--- src/sv/laop_pkg.sv ---
package laop_pkg;

    localparam int SIZE_W  = 32;
    localparam int LAYER_W = 10;
    localparam int OFF_W   = 40;
    localparam int HI_W    = OFF_W + 1;
    localparam int CAND_W  = 42;
    localparam int ALIGN_W = 5;
    localparam int VIDX_W  = 6;
    localparam int ATTR_W  = SIZE_W + 2 * LAYER_W;

    // Reset alignment is 4096 bytes.
    localparam logic [ALIGN_W-1:0] ALIGN_RESET = 5'd12;
    localparam logic [OFF_W-1:0]   MAX40       = {OFF_W{1'b1}};

    typedef enum logic [2:0] {
        ST_IDLE,
        ST_SEL,
        ST_FIND,
        ST_STEP,
        ST_PLACE,
        ST_OUT_RD,
        ST_OUT_LD,
        ST_OUT_WAIT
    } state_t;

    typedef struct packed {
        logic              fits;
        logic [CAND_W-1:0] cand_next;
    } step_res_t;

endpackage

--- src/sv/laop_step_unit.sv ---
module laop_step_unit (
    input  logic [laop_pkg::CAND_W-1:0]  cand,
    input  logic [laop_pkg::SIZE_W-1:0]  size,
    input  logic [laop_pkg::OFF_W-1:0]   blk_lo,
    input  logic [laop_pkg::HI_W-1:0]    blk_hi,
    input  logic [laop_pkg::ALIGN_W-1:0] align,
    output laop_pkg::step_res_t          res
);
    import laop_pkg::*;

    logic [CAND_W-1:0]   mask;
    logic [CAND_W-1:0]   up;
    logic [CAND_W:0]     need;

    // Round the block end up to the alignment; keep the larger candidate.
    always_comb
    begin
        mask          = (CAND_W'(1) << align) - CAND_W'(1);
        up            = (CAND_W'(blk_hi) + mask) & ~mask;
        need          = (CAND_W+1)'(cand) + (CAND_W+1)'(size);
        res.fits      = (need <= (CAND_W+1)'(blk_lo));
        res.cand_next = (up > cand) ? up : cand;
    end

endmodule
--- config.mk ---
export PLATFORM = sky130hd
export DESIGN_NAME = laop_step_unit
export DESIGN_NICKNAME = d
export VERILOG_FILES = /design/src/sv/laop_pkg.sv /design/src/sv/laop_step_unit.sv
export SDC_FILE = /design/constraint.sdc
export NUM_CORES = 1
export LEC_CHECK = 0
export BUFFER_PORTS_ARGS = -buffer_cell sky130_fd_sc_hd__buf_2
export CORE_MARGIN = 10
export CORE_UTILIZATION = 56
export DETAILED_ROUTE_END_ITERATION = 8
export GPL_TIMING_DRIVEN = 0
export PLACE_DENSITY = 0.85
export SYNTH_ARGS = -nofsm -noshare
export SYNTH_HDL_FRONTEND = slang
export SYNTH_SLANG_ARGS = --single-unit
--- constraint.sdc ---
create_clock -name vclk -period 12.2
set_input_delay 2.44 -clock vclk [all_inputs]
set_output_delay 2.44 -clock vclk [all_outputs]
set_load 0.02 [all_outputs]
Yosys cells after proc, flatten, opt, wreduce, memory -nomap -nowiden
Index checks and enable logic that the tools add are counted.
{"block": "op_classes", "shifts": 1, "order_cmp": 2, "n_bitwise": 2, "addsub": 3, "muxes": 1}
{"op": "adder 42 x 32 -> 43 bit", "n": 1}
{"op": "less-or-equal comparator 43 x 40 -> 1 bit", "n": 1}
{"op": "adder 41 x 42 -> 42 bit", "n": 1}
{"op": "bitwise AND 42 bit", "n": 1}
{"op": "> comparator 42 bit", "n": 1}
{"op": "2-to-1 mux 42 bit", "n": 1}
{"op": "inverter 42 bit", "n": 1}
{"op": "left shift 1 x 5 -> 42 bit (first input constant)", "n": 1}
{"op": "subtractor 42 x 2 -> 42 bit (second input constant)", "n": 1}
{"block": "word_totals", "regBits": 0, "in_bits": 160, "out_inout_bits": 43, "elab_cells": 9}

Logic depth before layout (Yosys ltp)
Gate-level depths: netlist (run 1).
{"block": "depth", "depth_word": 6, "mapped_depth": 32, "mapped_depth_nobuf": 28}

Worst setup path after synthesis (run 1)
Ideal clock, no wire load.
{"block": "synth_path", "kind": "in2out", "from": "in align[2] in the netlist's numbering", "to": "out res[10] in the netlist's numbering", "arrival_time_ps": 8289, "required_ps": 9760, "cell_stages": 28, "path_slack_ps": 1471, "path_buffers": 3, "cell_sequence": "buf_2 -> nor3_4 -> nand3b_1 -> ha_1 -> clkbuf_1 -> nor2_1 -> nand2_1 -> a21boi_0 -> o21ai_0 -> ha_1 -> a21oi_1 -> o21ai_1 -> a31oi_1 -> o31ai_2 -> a311o_1 -> a221oi_2 -> o221ai_1 -> xor2_1 -> ha_1 -> a21o_1 -> a21o_1 -> a21oi_1 -> nor2_1 -> a2111oi_0 -> o21ai_0 -> o21bai_1 -> clkbuf_1 -> mux2_2"}
{"item": "start, declared", "line": "laop_step_unit.sv:6", "text": "input logic [laop_pkg::ALIGN_W-1:0] align,"}
{"item": "end, declared", "line": "laop_step_unit.sv:7", "text": "output laop_pkg::step_res_t res"}

==> results.md, run 1 <==
- Least-Margin Pin Slew: between 0.6 and 0.7 ns
- Antenna viol nets, final: 0
- Initial antenna violation count: 4
- Num sequential: 0
- Row count: between 40 and 50
- Setup violations, final: 0
- Cells after Synth: roughly 1.1k
- Synth-to-layout area growth: 17.5%
- Drt initial violations: 885
- Reg area: 0 um2
- Yosys cell types: 68
- CP startpoint: align[4]
- Status: finished, final reports clean
- DRC Markers: 0
- Synthesized cell area: 0.00733 mm2
- Crit path to: res[21]
- Hold Buf Count CTS: 0
- Core area: roughly 0.013 mm2
- Vias in the first global route: 8048
- Max stage delay on crit path: 0.44 ns
- Post-Route WL: around 25000 um
- Final hold vios: 0
- CP Capture Type: output port
- Worst Path Max Fanout: 10
- Clock buffers: 0
- WP data required: about 9.8 ns
- Unrepaired setup endpoints after global routing: no
- Total gr overflow: 0
- Post-route minimum period: roughly 12 ns
- Largest net degree at the start of global routing: 11
- Port Buf Inserts: 200
- Worst setup SP type: input port
- Critical Path AT: 9.28 ns
- Mean Syn Cell Area: 6.86 um2
- Die Wd: between 100 and 150 um
- Tcrit/Tclk final: 96.1%
- YS warnings: 0
- Full die area: 0.0181 mm2
- Crit-path slowest cell: a221oi_2
- Overall Power: 558 uW
- Vias per inst: 5.94
- Most frequent CP cell: a21o_1
- Utilization after layout: between 60% and 70%
- DR WL/cell: 16.9 um
- CP Class: in -> out
- Tot GR Track Use: 24.9%
- Initial Util: 57.6%
- Top Usage Layer GRT: met2
- Register area share after synthesis: 0%
- Max-slew headroom: 56.7%
- Via Count: roughly 8.6k
- Max Clock Freq: 85.3 MHz
- Global-route wire length before repair: roughly 38000 um
- Pre-antenna DRT Iters: 6
- Hpwl dp: 21600 um
- Die height: roughly 130 um
- Worst hold path class: in -> out
- Number of max-cap violations: 0
- Placer congestion estimate: 0.985
- GRT met3 Usage: 2.84%
- Leakage: 4.49 nW
- Power per cell area: approximately 65 mW/mm2
- Routing usage on met1: about 30%
- Layout cells sized above 1: 20.9%
- Slew Limit Fails: 0
- Filler cell count: 1180
- GR Util met2: 42.9%
- IO Pins: approximately 200
- Peak VDD IR: 0.0356 mV
- Fin nets: 1592
-- layer usage --
| layer | routed length, um | share of wire (%) | vias to the layer above |
|---|---|---|---|
| met2 | 11300 | 46 | 382 |
| met5 | 0 | 0 | - |
| met4 | 1190 | 4.9 | 0 |
| met1 | 10200 | 42 | 3822 |
| met3 | 1840 | 7.5 | 87 |
| li1 | - | - | 4307 |
-- critical path: cells and delay by family --
family	cells	cell delay, ns
AND/OR/NAND/NOR	5	0.98
buffers and inverters	4	0.86
adder cells (fa/ha/maj)	3	0.91
multiplexers	1	0.40
XOR/XNOR	1	0.33
AO/OA/AOI/OAI	15	3.32
-- cell families after synthesis --
| family | after synthesis | share of synthesized area, % |
|---|---|---|
| AND/OR/NAND/NOR | 320 | 20.9 |
| adder cells (fa/ha/maj) | 158 | 27.2 |
| AO/OA/AOI/OAI | 332 | 30.0 |
| multiplexers | 33 | 5.05 |
| other | 1 | 0.0512 |
| buffers and inverters | 149 | 7.79 |
| XOR/XNOR | 75 | 8.97 |
-- cells in the final DEF, fill, tap and decap left out, types with 10 or more instances in the layout --
cell,Yosys,routed
o21ai_1,13,15
nand2b_1,11,11
nand4_1,39,39
xor2_1,28,28
nand2_1,81,81
a21o_1,49,49
o31ai_1,15,15
o21ai_0,50,48
mux2_2,32,32
o21bai_1,12,11
nor2_1,100,98
o21a_1,11,11
a31oi_1,10,10
inv_1,102,102
o211ai_1,10,10
xnor2_1,47,47
nor3_1,18,17
nor2b_1,11,11
clkbuf_1,38,31
buf_2,3,204
nand3_1,20,20
a21oi_1,96,96
ha_1,156,156
a211oi_1,13,13
and3_1,11,11
-- report_power, final --
group	switching (mW)	internal (mW)
registers	0	0
clock network	0	0.0000000439
logic	0.330	0.227
total	0.330	0.227
-- worst min path at each step --
stage | start | to | slack (ns) | cells after the start
after floorplan | cand[38] | res[38] | 5.03 | 2
after global placement | cand[40] | res[40] | 5.23 | 4
after detailed placement | cand[40] | res[40] | 5.23 | 4
after CTS | cand[40] | res[40] | 5.23 | 4
after global routing | cand[40] | res[40] | 5.28 | 4
final | cand[40] | res[40] | 5.23 | 4
-- cell type report --
type	instances	area, um2	share of cell area, %
multi-input combinational	923	6800	79.0
timing repair buffer	200	1000	11.6
inverter	102	383	4.45
tap	172	215	2.50
buffer	47	200	2.33
antenna	4	10.0	0.116
-- synth_stat cells, types with 3 or more instances --
cell type	n	area [um2]
nand3_1	20	100
and2_1	7	43.8
o221ai_1	3	26.3
o21ai_0	50	250
a22o_1	3	26.3
and3_1	11	68.8
o41ai_1	3	26.3
nand2_1	81	304
nor2b_1	11	68.8
a221oi_1	3	26.3
a21oi_1	96	480
a32o_1	3	30.0
nand4_1	39	244
xor2_1	28	245
mux2_2	32	360
a31oi_1	10	62.6
o21a_1	11	82.6
and4_1	4	35.0
xnor2_1	47	412
nor2_1	100	375
a2111oi_0	3	26.3
a21boi_0	3	22.5
o211ai_1	10	75.1
nor3_1	18	90.1
buf_1	4	15.0
inv_1	102	383
o22ai_1	3	18.8
o21ai_1	13	65.1
clkbuf_1	38	143
nand2b_1	11	68.8
o21bai_1	12	90.1
or3_1	3	18.8
o31ai_1	15	113
a211oi_1	13	97.6
ha_1	156	1950
nor4_1	3	18.8
nand3b_1	4	30.0
a22oi_1	3	22.5
buf_2	3	15.0
a21o_1	49	368
-- timing repair --
item / in CTS / in global routing
gates cloned: 0 / 0
pin swaps: 0 / 1
gates resized for setup: 4 / 19
setup endpoints to repair: 31 / 42
setup buffers: 0 / 0
hold endpoints to repair: 0 / 0
-- per-stage QoR --
step	hold WS (ns)	area, um2	cells	setup TNS (ns)	setup WS [ns]
floorplan	5.03	7340	1072	0	1.47
global placement	5.23	8560	1444	-3.35	-0.152
detailed placement	5.23	8560	1444	-3.86	-0.171
CTS	5.23	8560	1444	0	0.0566
global route	5.28	8610	1448	0	0.0810
finish	5.23	8610	1448	0	0.482
Power figures use the tool's default switching activity.
==> run 2: changes to the inputs <==
--- a/config.mk
+++ b/config.mk
@@ -6,11 +6,13 @@
 export NUM_CORES = 1
 export LEC_CHECK = 0
 export BUFFER_PORTS_ARGS = -buffer_cell sky130_fd_sc_hd__buf_2
+export CELL_PAD_IN_SITES_DETAIL_PLACEMENT = 1
+export CELL_PAD_IN_SITES_GLOBAL_PLACEMENT = 2
 export CORE_MARGIN = 10
-export CORE_UTILIZATION = 56
+export CORE_UTILIZATION = 30
 export DETAILED_ROUTE_END_ITERATION = 8
 export GPL_TIMING_DRIVEN = 0
-export PLACE_DENSITY = 0.85
+export PLACE_DENSITY_LB_ADDON = 0.1
 export SYNTH_ARGS = -nofsm -noshare
 export SYNTH_HDL_FRONTEND = slang
 export SYNTH_SLANG_ARGS = --single-unit
==> run 2 against run 1 <==
- critical path depth unchanged
- first-iteration DRC count decreased by 65%
- hold slack improved by 0.017 ns
- non-clock buffer count unchanged
- total power increased by 2.8%
- routed wire length increased by 23%
- critical path type unchanged
- highest routed layer unchanged
- die area increased by 72%
- cell area increased by 2.3%
==> results.md, run 2 (synthesized netlist as in run 1, its figures left out) <==
- Crit-path slowest cell: mux2_2
- CP Class: in -> out
- Tot GR Track Use: 18.3% (-6.6 points)
- Post-route minimum period: 11.78 ns (+0.0624 ns)
- Total gr overflow: 0 (unchanged)
- Max Clock Freq: 84.9 MHz (-0.53%)
- Initial Util: 30.3% (-27 points)
- Overall Power: 574 uW (+2.8%)
- Hold depth: 4 (unchanged)
- CP Capture Type: output port
- Most frequent cells in the layout: buf_2, ha_1, inv_1
- Switch Pwr: 345 uW (+4.6%)
- Part of the power in the clock network: 0% (unchanged)
- Tcrit/Tclk final: 96.6% (+0.51 points)
- Slew Limit Fails: 0 (unchanged)
- Crit path max-delay family: compound AO/OA/AOI/OAI gates
- CP bufs+invs: 4 (unchanged)
- Leakage: 4.49 nW (-0.11%)
- Row count: 57 (+39%)
- Switching Share: 60.2% (+1.0 points)
- WP data required: 9.76 ns (about the same)
- Max-slew headroom: 51.0% (-5.7 points)
- Die height: 176 um (+31%)
- Number of max-cap violations: 0 (unchanged)
- Min-delay src: cand[40]
- Commonest non-fill, non-tap cell in the layout: buf_2
- Sequential fraction of design power: 0% (unchanged)
- Hold Buf Count CTS: 0 (unchanged)
- Comb pwr share: 100.0% (about the same)
- Pre-antenna DRT Iters: 5 (-1)
- Clock buffers: 0 (unchanged)
- Via Count: 8331 (-3.1%)
- Num sequential: 0 (unchanged)
- Placer congestion estimate: 0.862 (-12%)
- Final hold vios: 0 (unchanged)
- Power per cell area: 65.1 mW/mm2 (+0.52%)
- Full die area: 0.0311 mm2 (+72%)
- Core area: 0.0242 mm2 (+90%)
- Worst hold path class: in -> out
- Reg area: 0 um2 (unchanged)
- Fin nets: 1592 (unchanged)
- Placed Cells: 1596 (+11%)
- Vias in the first global route: 8473 (+5.3%)
- Status: finished, final reports clean
- Port Buf Inserts: 200 (unchanged)
- Internal: 228 uW (+0.33%)
- Non-Filler Instances: 1597 (+10%)
- DRC Markers: 0 (unchanged)
- Post-Route WL: 30100 um (+23%)
- Vias per inst: 5.22 (-12%)
- Setup violations, final: 0 (unchanged)
- Global-route wire length before repair: 46200 um (+21%)
- Initial antenna violation count: 1 (-3)
- Largest net degree at the start of global routing: 11 (unchanged)
- Synth-to-layout area growth: 20.2%
- Peak VDD IR: 0.0202 mV (-43%)
- Critical Path AT: 9.34 ns (+0.06 ns)
- IO Pins: 203 (unchanged)
- Layout cells sized above 1: 21.0% (+0.079 points)
- DR WL/cell: 18.8 um (+11%)
- Drt initial violations: 308 (-65%)
- Worst Path Max Fanout: 10 (unchanged)
- Hpwl dp: 27200 um (+26%)
- Antenna viol nets, final: 0 (unchanged)
- Least-Margin Pin Slew: 0.728 ns (+0.0805 ns)
- Max stage delay on crit path: 0.41 ns (-0.03 ns)
- Unrepaired setup endpoints after global routing: no
- Die Wd: 176 um (+31%)
- Most frequent CP cell: a21o_1
- Min-Delay Endpoint: res[40]
- Worst setup SP type: input port
run 2: through the flow:
step                      setup TNS, ns  instance area [um2]  hold WS, ns  worst slack (ns)  util (%)
final                                 0                 8800         5.25             0.419      36.4
after global routing                  0                 8800         5.29           0.00559      36.4
after CTS                             0                 8770         5.26           0.00848      36.3
after detailed placement         -20.96                 8750         5.26            -0.595      36.2
after global placement           -27.71                 8750         5.25            -0.748      36.2
after floorplan                       0                 7340         5.03              1.47         -
run 2: routing by layer:
| metal | routed length [um] | global-route usage (%) | vias up | part of all wire (%) |
|---|---|---|---|---|
| met5 | 0 | 0 | - | 0 |
| li1 | - | - | 4299 | - |
| met3 | 890 | 1.03 | 12 | 3.0 |
| met4 | 298 | 1.66 | 0 | 0.99 |
| met1 | 14400 | 24.7 | 3880 | 48 |
| met2 | 14500 | 32.2 | 140 | 48 |
run 2: worst min-delay path, stage by stage:
cell and delay (ns):
buf_2 0.09, nand2_1 0.05, o31ai_1 0.06, buf_2 0.16
run 2: how the worst max path moves through the flow:
stage              from  endpoint  slack [ns]  cells after the start
2_1_floorplan  align[2]   res[10]        1.47                     28
3_3_place_gp   align[1]   res[18]       -0.75                     29
3_5_place_dp   align[1]    res[8]       -0.60                     29
4_1_cts        align[0]   res[18]       0.008                     29
5_1_grt        align[2]   res[18]       0.006                     29
6_report       align[4]   res[18]        0.42                     29
run 2: power groups by stage:
stage / Clock [mW] / Sequential, mW / Combinational [mW]
CTS: 0 / 0 / 0.578
finish: 0.0000000110 / 0 / 0.574
detailed placement: 0 / 0 / 0.573
global route: 0.0000000110 / 0 / 0.645
floorplan: 0 / 0 / 0.393
global placement: 0 / 0 / 0.568
run 2: area by class of cell:
| type | instances | area (um2) |
|---|---|---|
| fill | 3180 | 15400 |
| multi-input combinational | 923 | 6820 |
| inverter | 102 | 383 |
| antenna | 1 | 2.50 |
| timing repair buffer | 200 | 1000 |
| buffer | 47 | 198 |
| tap | 324 | 405 |
run 2: timing repair:
action,CTS,global route
setup endpoints to repair,42,42
setup buffers,0,0
gates resized for setup,11,12
